## src/rtl/text_console_buffer_assert.svh

```systemverilog
// ----------------------------------------------------------------------------
// text_console_buffer_assert.svh
// Assertion macros for the console buffer; empty in synthesis builds.
// ----------------------------------------------------------------------------
`ifndef TEXT_CONSOLE_BUFFER_ASSERT_SVH
`define TEXT_CONSOLE_BUFFER_ASSERT_SVH

`ifndef SYNTHESIS

// same-cycle implication, clocked on clk, off during reset
`define TCB_ASSERT_IMP(lbl, ante, cons, msg) \
	lbl: assert property (@(posedge clk) disable iff (!arst_n) (ante) |-> (cons)) \
	else $error(msg);

// next-cycle implication
`define TCB_ASSERT_NXT(lbl, ante, cons, msg) \
	lbl: assert property (@(posedge clk) disable iff (!arst_n) (ante) |=> (cons)) \
	else $error(msg);

`else

`define TCB_ASSERT_IMP(lbl, ante, cons, msg)
`define TCB_ASSERT_NXT(lbl, ante, cons, msg)

`endif

`endif

```

## src/rtl/tcb_pkg.sv

```systemverilog
// ----------------------------------------------------------------------------
// tcb_pkg
// Screen geometry, key codes and shared types of the console buffer.
// ----------------------------------------------------------------------------
`timescale 1ns / 1ps

package tcb_pkg;

	localparam int ROWS   = 16;
	localparam int COLS   = 32;
	localparam int ROW_W  = $clog2(ROWS);
	localparam int COL_W  = $clog2(COLS);
	localparam int ADDR_W = ROW_W + COL_W;
	localparam int DEPTH  = 1 << ADDR_W;

	localparam int CHAR_W = 8;
	localparam int OCOL_W = 5;
	localparam int OROW_W = 4;
	localparam int MASK_W = 16;

	localparam logic [ROW_W-1:0] ROW_LAST = ROW_W'(ROWS - 1);
	localparam logic [COL_W-1:0] COL_LAST = COL_W'(COLS - 1);

	localparam logic [CHAR_W-1:0] KEY_BACKSPACE = 8'h7F;
	localparam logic [CHAR_W-1:0] KEY_NEWLINE   = 8'h0A;
	localparam logic [CHAR_W-1:0] KEY_RETURN    = 8'h0D;
	localparam logic [CHAR_W-1:0] BLANK         = 8'h20;

	typedef enum logic [1:0] {
		CMD_PUT,
		CMD_READ,
		CMD_CLR_DIRTY,
		CMD_CLR_SCREEN
	} cmd_t;

	typedef struct packed {
		logic              we;
		logic [ADDR_W-1:0] waddr;
		logic [CHAR_W-1:0] wdata;
		logic [ADDR_W-1:0] raddr;
	} mem_req_t;

	typedef struct packed {
		logic [CHAR_W-1:0] cell_data;
		logic [OCOL_W-1:0] cursor_col;
		logic [OROW_W-1:0] cursor_row;
		logic [MASK_W-1:0] dirty_mask;
	} res_t;

	// logical row to physical row of the circular row store
	function automatic logic [ROW_W-1:0] phys_row(input logic [ROW_W-1:0] lrow,
	                                              input logic [ROW_W-1:0] base);
		logic [ROW_W:0] sum;
		sum = {1'b0, lrow} + {1'b0, base};
		if (sum >= (ROW_W+1)'(ROWS))
			sum = sum - (ROW_W+1)'(ROWS);
		return sum[ROW_W-1:0];
	endfunction

endpackage

```

## src/rtl/tcb_cell_ram.sv

```systemverilog
// ----------------------------------------------------------------------------
// tcb_cell_ram
// Character cell store: one write port, one read port, registered read.
// ----------------------------------------------------------------------------
`timescale 1ns / 1ps

module tcb_cell_ram (
	input  logic                               clk,
	input  tcb_pkg::mem_req_t                  req,
	output logic [tcb_pkg::CHAR_W-1:0]         rd_data
);
	import tcb_pkg::*;

	logic [CHAR_W-1:0] mem [DEPTH];

	always_ff @(posedge clk) begin
		if (req.we)
			mem[req.waddr] <= req.wdata;
		rd_data <= mem[req.raddr];
	end

endmodule

```

## src/rtl/tcb_ctrl.sv

```systemverilog
// ----------------------------------------------------------------------------
// tcb_ctrl
// Command sequencer: cursor, row base, dirty bits and blanking sweeps.
// ----------------------------------------------------------------------------
`timescale 1ns / 1ps

module tcb_ctrl (
	input  logic                        clk,
	input  logic                        arst_n,
	input  logic                        in_valid,
	output logic                        in_stall,
	input  logic [1:0]                  cmd,
	input  logic [7:0]                  char_code,
	input  logic [3:0]                  row_sel,
	input  logic [4:0]                  col_sel,
	input  logic                        input_mode,
	output tcb_pkg::mem_req_t           mem_req,
	input  logic [tcb_pkg::CHAR_W-1:0]  rd_data,
	output logic                        res_valid,
	input  logic                        res_ready,
	output tcb_pkg::res_t               res
);
	import tcb_pkg::*;

	typedef enum logic [2:0] {
		ST_INIT,
		ST_IDLE,
		ST_RD,
		ST_SWEEP,
		ST_DONE
	} state_t;

	state_t            state_q;
	logic [ROW_W-1:0]  cur_row_q;
	logic [COL_W-1:0]  cur_col_q;
	logic [ROW_W-1:0]  base_q;
	logic [ROWS-1:0]   dirty_q;
	logic [CHAR_W-1:0] data_q;
	logic              rd_ok_q;
	logic [ROW_W-1:0]  sw_row_q;
	logic [COL_W-1:0]  sw_col_q;
	logic              sw_all_q;

	cmd_t              cmd_e;
	logic              accept;
	logic              rd_ok;
	logic              row_ok;
	logic [ROW_W-1:0]  sel_row;
	logic [COL_W-1:0]  sel_col;
	logic              wr_en;
	logic [ROW_W-1:0]  wr_lrow;
	logic [COL_W-1:0]  wr_col;
	logic [CHAR_W-1:0] wr_data;
	logic [ROW_W-1:0]  nx_row;
	logic [COL_W-1:0]  nx_col;
	logic              mark_en;
	logic [ROW_W-1:0]  mark_row;
	logic              adv_row;
	logic              scroll;
	logic              sw_end;

	assign cmd_e   = cmd_t'(cmd);
	assign accept  = in_valid && (state_q == ST_IDLE);
	assign sel_row = ROW_W'(row_sel);
	assign sel_col = COL_W'(col_sel);
	assign row_ok  = 32'(row_sel) < 32'(ROWS);
	assign rd_ok   = row_ok && (32'(col_sel) < 32'(COLS));
	assign sw_end  = (sw_col_q == COL_LAST) && (!sw_all_q || sw_row_q == ROW_LAST);

	// put command decode
	always_comb begin
		wr_en    = 1'b0;
		wr_lrow  = cur_row_q;
		wr_col   = cur_col_q;
		wr_data  = char_code;
		nx_row   = cur_row_q;
		nx_col   = cur_col_q;
		mark_en  = 1'b0;
		mark_row = cur_row_q;
		adv_row  = 1'b0;
		scroll   = 1'b0;
		case (cmd_e)
			CMD_PUT: begin
				if (char_code == KEY_BACKSPACE) begin
					if (cur_col_q == '0) begin
						if (cur_row_q != '0) begin
							nx_row   = cur_row_q - ROW_W'(1);
							nx_col   = COL_LAST;
							wr_en    = 1'b1;
							wr_lrow  = nx_row;
							wr_col   = COL_LAST;
							wr_data  = BLANK;
							mark_en  = 1'b1;
							mark_row = nx_row;
						end
					end else begin
						nx_col  = cur_col_q - COL_W'(1);
						wr_en   = 1'b1;
						wr_col  = nx_col;
						wr_data = BLANK;
						mark_en = 1'b1;
					end
				end else if (char_code == KEY_NEWLINE) begin
					adv_row = 1'b1;
				end else if (char_code == KEY_RETURN) begin
					nx_col  = '0;
					mark_en = 1'b1;
				end else begin
					wr_en   = 1'b1;
					mark_en = 1'b1;
					if (cur_col_q == COL_LAST)
						adv_row = 1'b1;
					else
						nx_col = cur_col_q + COL_W'(1);
				end
			end
			default: ;
		endcase
		if (adv_row) begin
			nx_col = '0;
			if (cur_row_q == ROW_LAST)
				scroll = 1'b1;
			else
				nx_row = cur_row_q + ROW_W'(1);
		end
	end

	always_comb begin
		mem_req.raddr = {phys_row(sel_row, base_q), sel_col};
		if (state_q == ST_INIT || state_q == ST_SWEEP) begin
			mem_req.we    = 1'b1;
			mem_req.waddr = {sw_row_q, sw_col_q};
			mem_req.wdata = BLANK;
		end else begin
			mem_req.we    = accept && wr_en;
			mem_req.waddr = {phys_row(wr_lrow, base_q), wr_col};
			mem_req.wdata = wr_data;
		end
	end

	always_ff @(posedge clk or negedge arst_n) begin
		if (!arst_n) begin
			state_q   <= ST_INIT;
			cur_row_q <= '0;
			cur_col_q <= '0;
			base_q    <= '0;
			dirty_q   <= '0;
			sw_row_q  <= '0;
			sw_col_q  <= '0;
			sw_all_q  <= 1'b1;
			data_q    <= '0;
			rd_ok_q   <= 1'b0;
		end else begin
			if (state_q == ST_INIT || state_q == ST_SWEEP) begin
				if (sw_col_q == COL_LAST) begin
					sw_col_q <= '0;
					sw_row_q <= (sw_row_q == ROW_LAST) ? '0 : sw_row_q + ROW_W'(1);
				end else begin
					sw_col_q <= sw_col_q + COL_W'(1);
				end
			end
			case (state_q)
				ST_INIT: begin
					if (sw_end)
						state_q <= ST_IDLE;
				end
				ST_IDLE: begin
					if (accept) begin
						data_q  <= '0;
						rd_ok_q <= rd_ok;
						case (cmd_e)
							CMD_PUT: begin
								cur_row_q <= nx_row;
								cur_col_q <= nx_col;
								if (scroll) begin
									// old top row becomes the new bottom row
									dirty_q  <= '1;
									base_q   <= phys_row(ROW_W'(1), base_q);
									sw_row_q <= base_q;
									sw_col_q <= '0;
									sw_all_q <= 1'b0;
									state_q  <= ST_SWEEP;
								end else begin
									if (mark_en)
										dirty_q[mark_row] <= 1'b1;
									state_q <= ST_DONE;
								end
							end
							CMD_READ: state_q <= ST_RD;
							CMD_CLR_DIRTY: begin
								if (row_ok)
									dirty_q[sel_row] <= 1'b0;
								state_q <= ST_DONE;
							end
							CMD_CLR_SCREEN: begin
								cur_row_q <= '0;
								cur_col_q <= '0;
								sw_row_q  <= '0;
								sw_col_q  <= '0;
								sw_all_q  <= 1'b1;
								state_q   <= ST_SWEEP;
							end
							default: state_q <= ST_DONE;
						endcase
					end
				end
				ST_RD: begin
					data_q  <= rd_ok_q ? rd_data : '0;
					state_q <= ST_DONE;
				end
				ST_SWEEP: begin
					if (sw_end)
						state_q <= ST_DONE;
				end
				ST_DONE: begin
					if (res_ready)
						state_q <= ST_IDLE;
				end
				default: state_q <= ST_IDLE;
			endcase
		end
	end

	assign in_stall  = (state_q != ST_IDLE);
	assign res_valid = (state_q == ST_DONE);

	always_comb begin
		res.cell_data  = data_q;
		res.cursor_col = OCOL_W'(cur_col_q);
		res.cursor_row = OROW_W'(cur_row_q);
		res.dirty_mask = '0;
		for (int r = 0; r < MASK_W; r++) begin
			if (r < ROWS)
				res.dirty_mask[r] = dirty_q[r] || (input_mode && cur_row_q == ROW_W'(r));
		end
	end

endmodule

```

## src/rtl/text_console_buffer.sv

```systemverilog
// ----------------------------------------------------------------------------
// text_console_buffer
// Character terminal screen buffer with cursor, scrolling and dirty rows.
// ----------------------------------------------------------------------------
//  channel  | signals                                   | handshake
//  ---------+-------------------------------------------+------------------
//  in       | cmd, char_code, row_sel, col_sel          | in_valid/in_stall
//  cfg      | cfg_data (input_mode)                     | cfg_valid/cfg_ready
//  out      | cell_data, cursor_col, cursor_row, mask   | out_valid/out_stall
//
//  Put and clear-dirty go from idle straight to the result; a cell read
//  first passes a read state for the registered RAM read. Scroll blanks
//  the bottom row through the RAM write port; clear screen sweeps every cell.
//  After reset the cell RAM is blanked by the same sweep with in_stall high.
//  One result beat is held in the output register; a new item is taken
//  while it waits, and a full register stalls the sequencer at its result.
// ----------------------------------------------------------------------------
`timescale 1ns / 1ps
`include "text_console_buffer_assert.svh"

module text_console_buffer (
	input  logic        clk,
	input  logic        arst_n,
	input  logic        in_valid,
	output logic        in_stall,
	input  logic [1:0]  cmd,
	input  logic [7:0]  char_code,
	input  logic [3:0]  row_sel,
	input  logic [4:0]  col_sel,
	input  logic        cfg_valid,
	output logic        cfg_ready,
	input  logic        cfg_data,
	output logic        out_valid,
	input  logic        out_stall,
	output logic [7:0]  cell_data,
	output logic [4:0]  cursor_col,
	output logic [3:0]  cursor_row,
	output logic [15:0] dirty_mask
);
	import tcb_pkg::*;

	logic              input_mode_q;
	mem_req_t          mem_req;
	logic [CHAR_W-1:0] rd_data;
	logic              res_valid;
	logic              res_ready;
	res_t              res;
	logic              out_valid_q;
	res_t              res_q;

	assign cfg_ready = 1'b1;

	always_ff @(posedge clk or negedge arst_n) begin
		if (!arst_n)
			input_mode_q <= 1'b0;
		else if (cfg_valid)
			input_mode_q <= cfg_data;
	end

	tcb_ctrl u_ctrl (
		.clk        (clk),
		.arst_n     (arst_n),
		.in_valid   (in_valid),
		.in_stall   (in_stall),
		.cmd        (cmd),
		.char_code  (char_code),
		.row_sel    (row_sel),
		.col_sel    (col_sel),
		.input_mode (input_mode_q),
		.mem_req    (mem_req),
		.rd_data    (rd_data),
		.res_valid  (res_valid),
		.res_ready  (res_ready),
		.res        (res)
	);

	tcb_cell_ram u_ram (
		.clk     (clk),
		.req     (mem_req),
		.rd_data (rd_data)
	);

	assign res_ready = !out_valid_q || !out_stall;

	always_ff @(posedge clk or negedge arst_n) begin
		if (!arst_n)
			out_valid_q <= 1'b0;
		else if (res_valid && res_ready)
			out_valid_q <= 1'b1;
		else if (!out_stall)
			out_valid_q <= 1'b0;
	end

	always_ff @(posedge clk) begin
		if (res_valid && res_ready)
			res_q <= res;
	end

	assign out_valid  = out_valid_q;
	assign cell_data  = res_q.cell_data;
	assign cursor_col = res_q.cursor_col;
	assign cursor_row = res_q.cursor_row;
	assign dirty_mask = res_q.dirty_mask;

	`TCB_ASSERT_NXT(a_busy_after_accept, in_valid && !in_stall, in_stall,
		"input accepted but sequencer did not go busy")
	`TCB_ASSERT_NXT(a_result_held, res_valid && !res_ready, res_valid,
		"result dropped while output register was full")
	`TCB_ASSERT_NXT(a_out_drains, out_valid && !out_stall && !res_valid, !out_valid,
		"output beat taken but register stayed valid")

endmodule
```

## config.mk

```make
export PLATFORM = sky130hd
export DESIGN_NAME = text_console_buffer
export DESIGN_NICKNAME = d
export VERILOG_FILES = /design/src/rtl/tcb_pkg.sv /design/src/rtl/tcb_cell_ram.sv /design/src/rtl/tcb_ctrl.sv /design/src/rtl/text_console_buffer.sv
export VERILOG_INCLUDE_DIRS = /design/src /design/src/rtl
export SDC_FILE = /design/constraint.sdc
export NUM_CORES = 2
export LEC_CHECK = 0
export ABC_AREA = 1
export BUFFER_PORTS_ARGS = -buffer_cell sky130_fd_sc_hd__buf_2
export CORE_MARGIN = 8
export CORE_UTILIZATION = 40
export CTS_BUF_LIST = sky130_fd_sc_hd__clkbuf_8
export DETAILED_ROUTE_END_ITERATION = 6
export REMOVE_ABC_BUFFERS = 1
export SYNTH_ARGS = -nofsm -noshare
export SYNTH_HDL_FRONTEND = slang
export SYNTH_SLANG_ARGS = --single-unit
export TNS_END_PERCENT = 50
```

## constraint.sdc

```tcl
create_clock -name clk -period 14.5 [get_ports clk]
set_input_delay 1.45 -clock clk [delete_from_list [all_inputs] [get_ports clk]]
set_output_delay 1.45 -clock clk [all_outputs]
set_load 0.005 [all_outputs]
```

* Yosys cells after proc, flatten, opt, wreduce, memory -nomap -nowiden
Memories as Yosys holds them, arrays and structs flattened. A register that Yosys moved wholly into a read port is not among the register bits. Cells that the tools add are included.
Word-level totals: bits in latches 0, memories 1, memory bits (read-only) 0, word-level logic and storage cells 214, flip-flop bits (word level) 86, bits of input ports 25, memory bits (writable) 4096, output and inout port bits 36
Operators by class: equality and inequality tests 38, reductions and logical operators 60, muxes and demuxes 77, magnitude comparators 7, bitwise gates (word level) 3, divide/modulo/power cells 0, multiply operators 0, shift operators 0, add/subtract/negate cells 12
Memory list:
- u_ram.mem | words 512, width 8, rd ports 1, clocked after Yosys merged registers in 1, write ports 1, RTL line tcb_cell_ram.sv:14 | logic [CHAR_W-1:0] mem [DEPTH];
Operators with widths (count):
- 5-bit 2-to-1 mux | 14
- 4-bit 2-to-1 mux | 15
- 8-bit 2-to-1 mux | 6
- 4-bit equality test (second input constant) | 9
- 16-bit 2-to-1 mux | 2
- 16-bit case mux with 2 select lines | 1
- 1-bit 2-to-1 mux | 23
- 1-bit logical AND | 22
- 5-bit case mux with 2 select lines | 2
- 1-bit logical OR | 19
- 18-bit 2-to-1 mux | 1
- 16-bit bitwise AND | 1
- 4-bit by 3-bit equality test with 1-bit output (second input constant) | 4
- 8-bit by 4-bit equality test with 1-bit output (second input constant) | 2
- 16-bit NOT | 1
- 16-bit OR | 1
- 4-bit case mux with 2 select lines | 2
- 8-bit case mux with 2 select lines | 1
- 4-bit AND reduction | 4
- 4-bit by 1-bit subtractor with 4-bit output (second input constant) | 4
- 5-bit >= comparator (second input constant) | 3
- 3-bit 2-to-1 mux | 5
- 3-bit case mux with 5 select lines | 1
- 2-bit by 1-bit != test with 1-bit output (second input constant) | 6
- other kinds (32) | 48

* Longest topological paths before layout
word-level depth 13, mapped depth 22, mapped depth without buffers 20

* Hierarchy
A second synthesis with hierarchy kept.
Unflattened totals: cell total of the unflattened synthesis 14585, area total of the unflattened synthesis 172427.9 um^2
By module, submodules not included:
- tcb_cell_ram | cells an instance 13891, seq. area each 123158.1 um^2, area each 166728.7 um^2, times used 1
- tcb_ctrl | cells an instance 649, seq. area each 1277.5 um^2, area each 4615.7 um^2, times used 1
- text_console_buffer | cells an instance 45, seq. area each 1041.0 um^2, area each 1083.5 um^2, times used 1

* Worst setup path before layout
OpenSTA, ideal clock, no wires.
kind input port to flip-flop, from input cmd[0], to memory u_ram.mem[0][0] (data pin), library setup time 2.584 ns, data required time 11.916 ns, cell stages on the path 6, data arrival time 13.982 ns, buffers on the path 1, path slack -2.067 ns, cells stage by stage inv_1 > ha_1 > buf_2 > nand2_4 > o21ai_0 > nor2_1
RTL lines:
- from (decl) | RTL line text_console_buffer.sv:26 | input logic [1:0] cmd,
- to (decl) | RTL line tcb_cell_ram.sv:14

* Worst setup path after layout
from input char_code[7], to memory u_ram.mem[41][1], enable pin
On the way: longest elaborated chain between the ends 9, elaborated cells between the ends (all ways) 19, classes of those cells add/sub (2); order compare (1); eq/ne (3); mux (12); reduce/logical (1)
RTL lines:
- from (decl) | RTL line text_console_buffer.sv:27 | input logic [7:0] char_code,
- branches (longest 6 deep; another with 4-bit by 4-bit adder with 5-bit output)
- 18-bit 2-to-1 mux * | RTL line tcb_ctrl.sv:130 | if (state_q == ST_INIT || state_q == ST_SWEEP) begin
- 1-bit 2-to-1 mux | RTL line tcb_cell_ram.sv:17 | if (req.we)
- 1-bit 2-to-1 mux (implied by the code) | RTL line tcb_cell_ram.sv:18 | mem[req.waddr] <= req.wdata;
Every way passes the cells marked *.

==> results.json <==
{
  "status": "complete, but fails checks",
  "violations": "DRC",
  "first_pass_iters": 7,
  "synth_top_area_share_pct": 72.3,
  "synth_compound_area_share_pct": 0.411,
  "synth_top_area_cell": "edfxtp_1",
  "synth_top_cells_by_area": "edfxtp_1 (72%), nand3_1 (12%), nand2_1 (9.4%)",
  "nFillCells": 39317,
  "avgSynthCellArea_um2": 11.8,
  "antenna_found_initial": 18,
  "worstMarginPinSlew_ns": 1.26,
  "critical_path_class": "input port to register",
  "yosys.area_share.adder_pct": 0.191,
  "critPathArrivalTime_ns": 7.08,
  "clock_skew_ns": 0.0633,
  "syn_area_mm2": 0.172,
  "r2r_start": "u_ctrl.cur_col_q[0]",
  "io_pins": 61,
  "maxCapViolCount": 0,
  "syn_inst": 14511,
  "cts-root-buf": "clkbuf_8",
  "dieArea_mm2": 0.450,
  "antenna_left": 0,
  "ys_warn_count": 0,
  "hold_violations": 0,
  "p_leak_nw": 65.6,
  "rsz0062_at_grt": "false",
  "regToRegSetupSlack_ns": 8.35,
  "finalCriticalPeriod_ns": 6.27,
  "fin_nets": 14440,
  "die_w_um": 671,
  "wl_per_cell_um": 24.4,
  "start_kind": "input port",
  "synth_top_family_by_area": "simple AND/OR/NAND/NOR gates",
  "crit_fanout": 46,
  "crit_end": "u_ram.mem[41][1]",
  "crit_cells": 17,
  "cts_max_path_buffers": 4,
  "synthXorXnorAreaFrac_pct": 0.0664,
  "synthMuxAreaShare_pct": 0,
  "crit_start": "char_code[7]",
  "cp_cell_sequence": "buf_2, inv_1, nand4_1, nor2_2, nand3_1, xor2_1, o21ai_0, ha_1, inv_1, fa_1, or2_2, o21ai_4, buf_4, inv_2, nand4_4, buf_4, nor3_1",
  "cts_tree": "built",
  "multiInputGateArea_mm2": 0.0418,
  "grt_pass1_wl_um": 731000,
  "clk_pin_slew_worst_paths_ns": 0.06,
  "die_h_um": 671,
  "reg2regPathDepth": 17,
  "port_buffers": 59,
  "hold_class": "input port to async pin",
  "initial_core_util_pct": 40.2,
  "avgViaCountPerCell": 5.53,
  "setup_violations": 0,
  "clkLatencyLatePin_ns": 1.23,
  "power_density_mw_per_mm2": 155,
  "vias": 113861,
  "holdBufCountCts": 0,
  "grt_pass1_vias": 109173,
  "fmax_ghz": 0.159,
  "synth_edf_count": 4129,
  "slowest_stage": "nor3_1",
  "track_usage_pct": 21.4,
  "critPathBufInv": 6,
  "yosysUniqueCellTypes": 55,
  "post_cts_buffers": 0,
  "slew_viol_final": 0,
  "finalHoldWorstSlack_ns": 0.377,
  "dp_hpwl_um": 282000,
  "rows": 240,
  "htreeDepth": 6,
  "yosysMostFrequentCell": "nand2_1",
  "drt-initial-drc-count": 13987,
  "ir_drop_mv": 0.145,
  "core_mm2": 0.427,
  "grt_max_degree": 199,
  "clock-sinks": 4190,
  "total_power_mw": 29.2,
  "relSlewSlack_pct": 16.0,
  "grt_overflow": 0,
  "synth_ff_type": "edfxtp_1",
  "cp-end-kind": "register",
  "drc": 2,
  "synth.top_cells.by_count": "nand2_1 (4,297), edfxtp_1 (4,129), nand3_1 (4,115)",
  "timing.rr.end": "u_ram.mem[41][1]",
  "numCtsBuffers": 661,
  "synth_simple_gate_area_share_pct": 23.5,
  "syn2layout_area_growth_pct": 10.1,
  "layout-drive-gt1-share_pct": 8.46,
  "crit_family": "simple AND/OR/NAND/NOR gates",
  "cts_resized": 0,
  "synth_seq_area_share_pct": 73.2,
  "max_stage_delay_ns": 0.93,
  "fin_crit_sh_pct": 43.3,
  "ys_ff_latch": 4190,
  "synthArstFlopShare_pct": 1.26,
  "place_congestion": 0.868,
  "cp.required_ns": 15.31,
  "final-seq-area_mm2": 0.125,
  "totalWireLength_um": 503000
}
==> how the worst min path moves through the flow <==
stage	from	end	slack [ns]	cells past startpoint
finish	arst_n	input_mode_q	0.38	2
global route	arst_n	out_valid	0.39	2
CTS	arst_n	u_ctrl.state_q[0]	0.28	2
detailed placement	u_ctrl.data_q[1]	cell_data[1]	0.44	0
global placement	u_ctrl.data_q[5]	cell_data[5]	0.44	0
floorplan	u_ctrl.data_q[0]	cell_data[0]	0.43	0
==> per-layer routing <==
metal	up-vias	wire, µm	GRT usage [%]
li1	51642	-	-
met2	5706	232000	33.9
met3	926	42300	3.27
met5	-	47	0
met4	6	18500	7.81
met1	55581	210000	29.9
==> kinds of logic (layout without fill, tap and decap cells) <==
kind of cell,Yosys count,after routing
XOR/XNOR,13,13
AND/OR/NAND/NOR,9053,9053
adder cells (fa/ha/maj),25,25
flip-flops,4190,4190
other,1,2
AO/OA/AOI/OAI,114,114
buffers and inverters,1115,1502
==> flip-flops by register name, summed over array words and instances (netlist names) <==
signal and flops:
out_valid 1, u_ctrl.sw_col_q 5, u_ctrl.cur_row_q 4, u_ctrl.cur_col_q 5, u_ram.rd_data 8, dirty_mask 16
u_ctrl.base_q 4, cursor_col 5, u_ctrl.rd_ok_q 1, u_ctrl.dirty_q 16, u_ctrl.data_q 8, cell_data 8
cursor_row 4, input_mode_q 1, u_ctrl.sw_row_q 4, u_ram.mem 4096, u_ctrl.sw_all_q 1, u_ctrl.state_q 3
==> layout by cell type, fill, tap and decap left out, types with 15 or more instances in the layout <==
cell type and n:
buf_4 168, inv_1 257, nor3_1 194, ha_1 22, inv_6 26, inv_8 16, clkinvlp_4 15, nand3_1 4115
clkinv_2 73, bufinv_16 20, buf_2 54, dfrtp_1 52, nor2_1 284, nand2_1 4288, o21bai_1 15, a21oi_1 33
o21ai_0 34, clkinv_1 159, nor2_2 22, edfxtp_1 4129, buf_12 21, nor3_2 68, nand2_4 19, nand4_4 17
clkbuf_8 663
==> cell type report <==
| cell class | instances | share of cell area (%) |
|---|---|---|
| Antenna cell | 1 | 0.00133 |
| Clock buffer | 663 | 4.83 |
| Clock inverter | 508 | 1.56 |
| Inverter | 84 | 0.193 |
| Multi-Input combinational cell | 9206 | 22.1 |
| Sequential cell | 4190 | 66.5 |
| Tap cell | 5687 | 3.77 |
| Timing Repair Buffer | 247 | 1.06 |
==> metrics by stage <==
stage	setup slack (ns)	utilization (%)	TNS, ns	area [µm²]	std cells
final	8.23	44.2	0	189000	20586
after global routing	7.85	44.2	0	189000	20586
after CTS	8.36	44.2	0	189000	20585
after detailed placement	7.05	41.4	0	177000	19414
after global placement	7.13	41.4	0	177000	19414
after floorplan	-3.31	-	-6980.72	167000	13480
==> report_power, final <==
group,switching (mW),leakage (nW),internal [mW]
logic,4.27,20.6,0.679
clock network,4.75,6.88,4.66
registers,0.131,38.1,14.8
==> worst register-to-register path, delay by kind of cell, from the launching register on <==
family	cells	cell delay [ns]
AOI/OAI and AO/OA	2	0.48
and+or+nand+nor	5	1.95
xor gates and xnor gates	1	0.21
DFF	1	0.41
adders and majority gates	3	1.01
buffers and inverters	6	1.71
(Power assumes the default switching activity.)
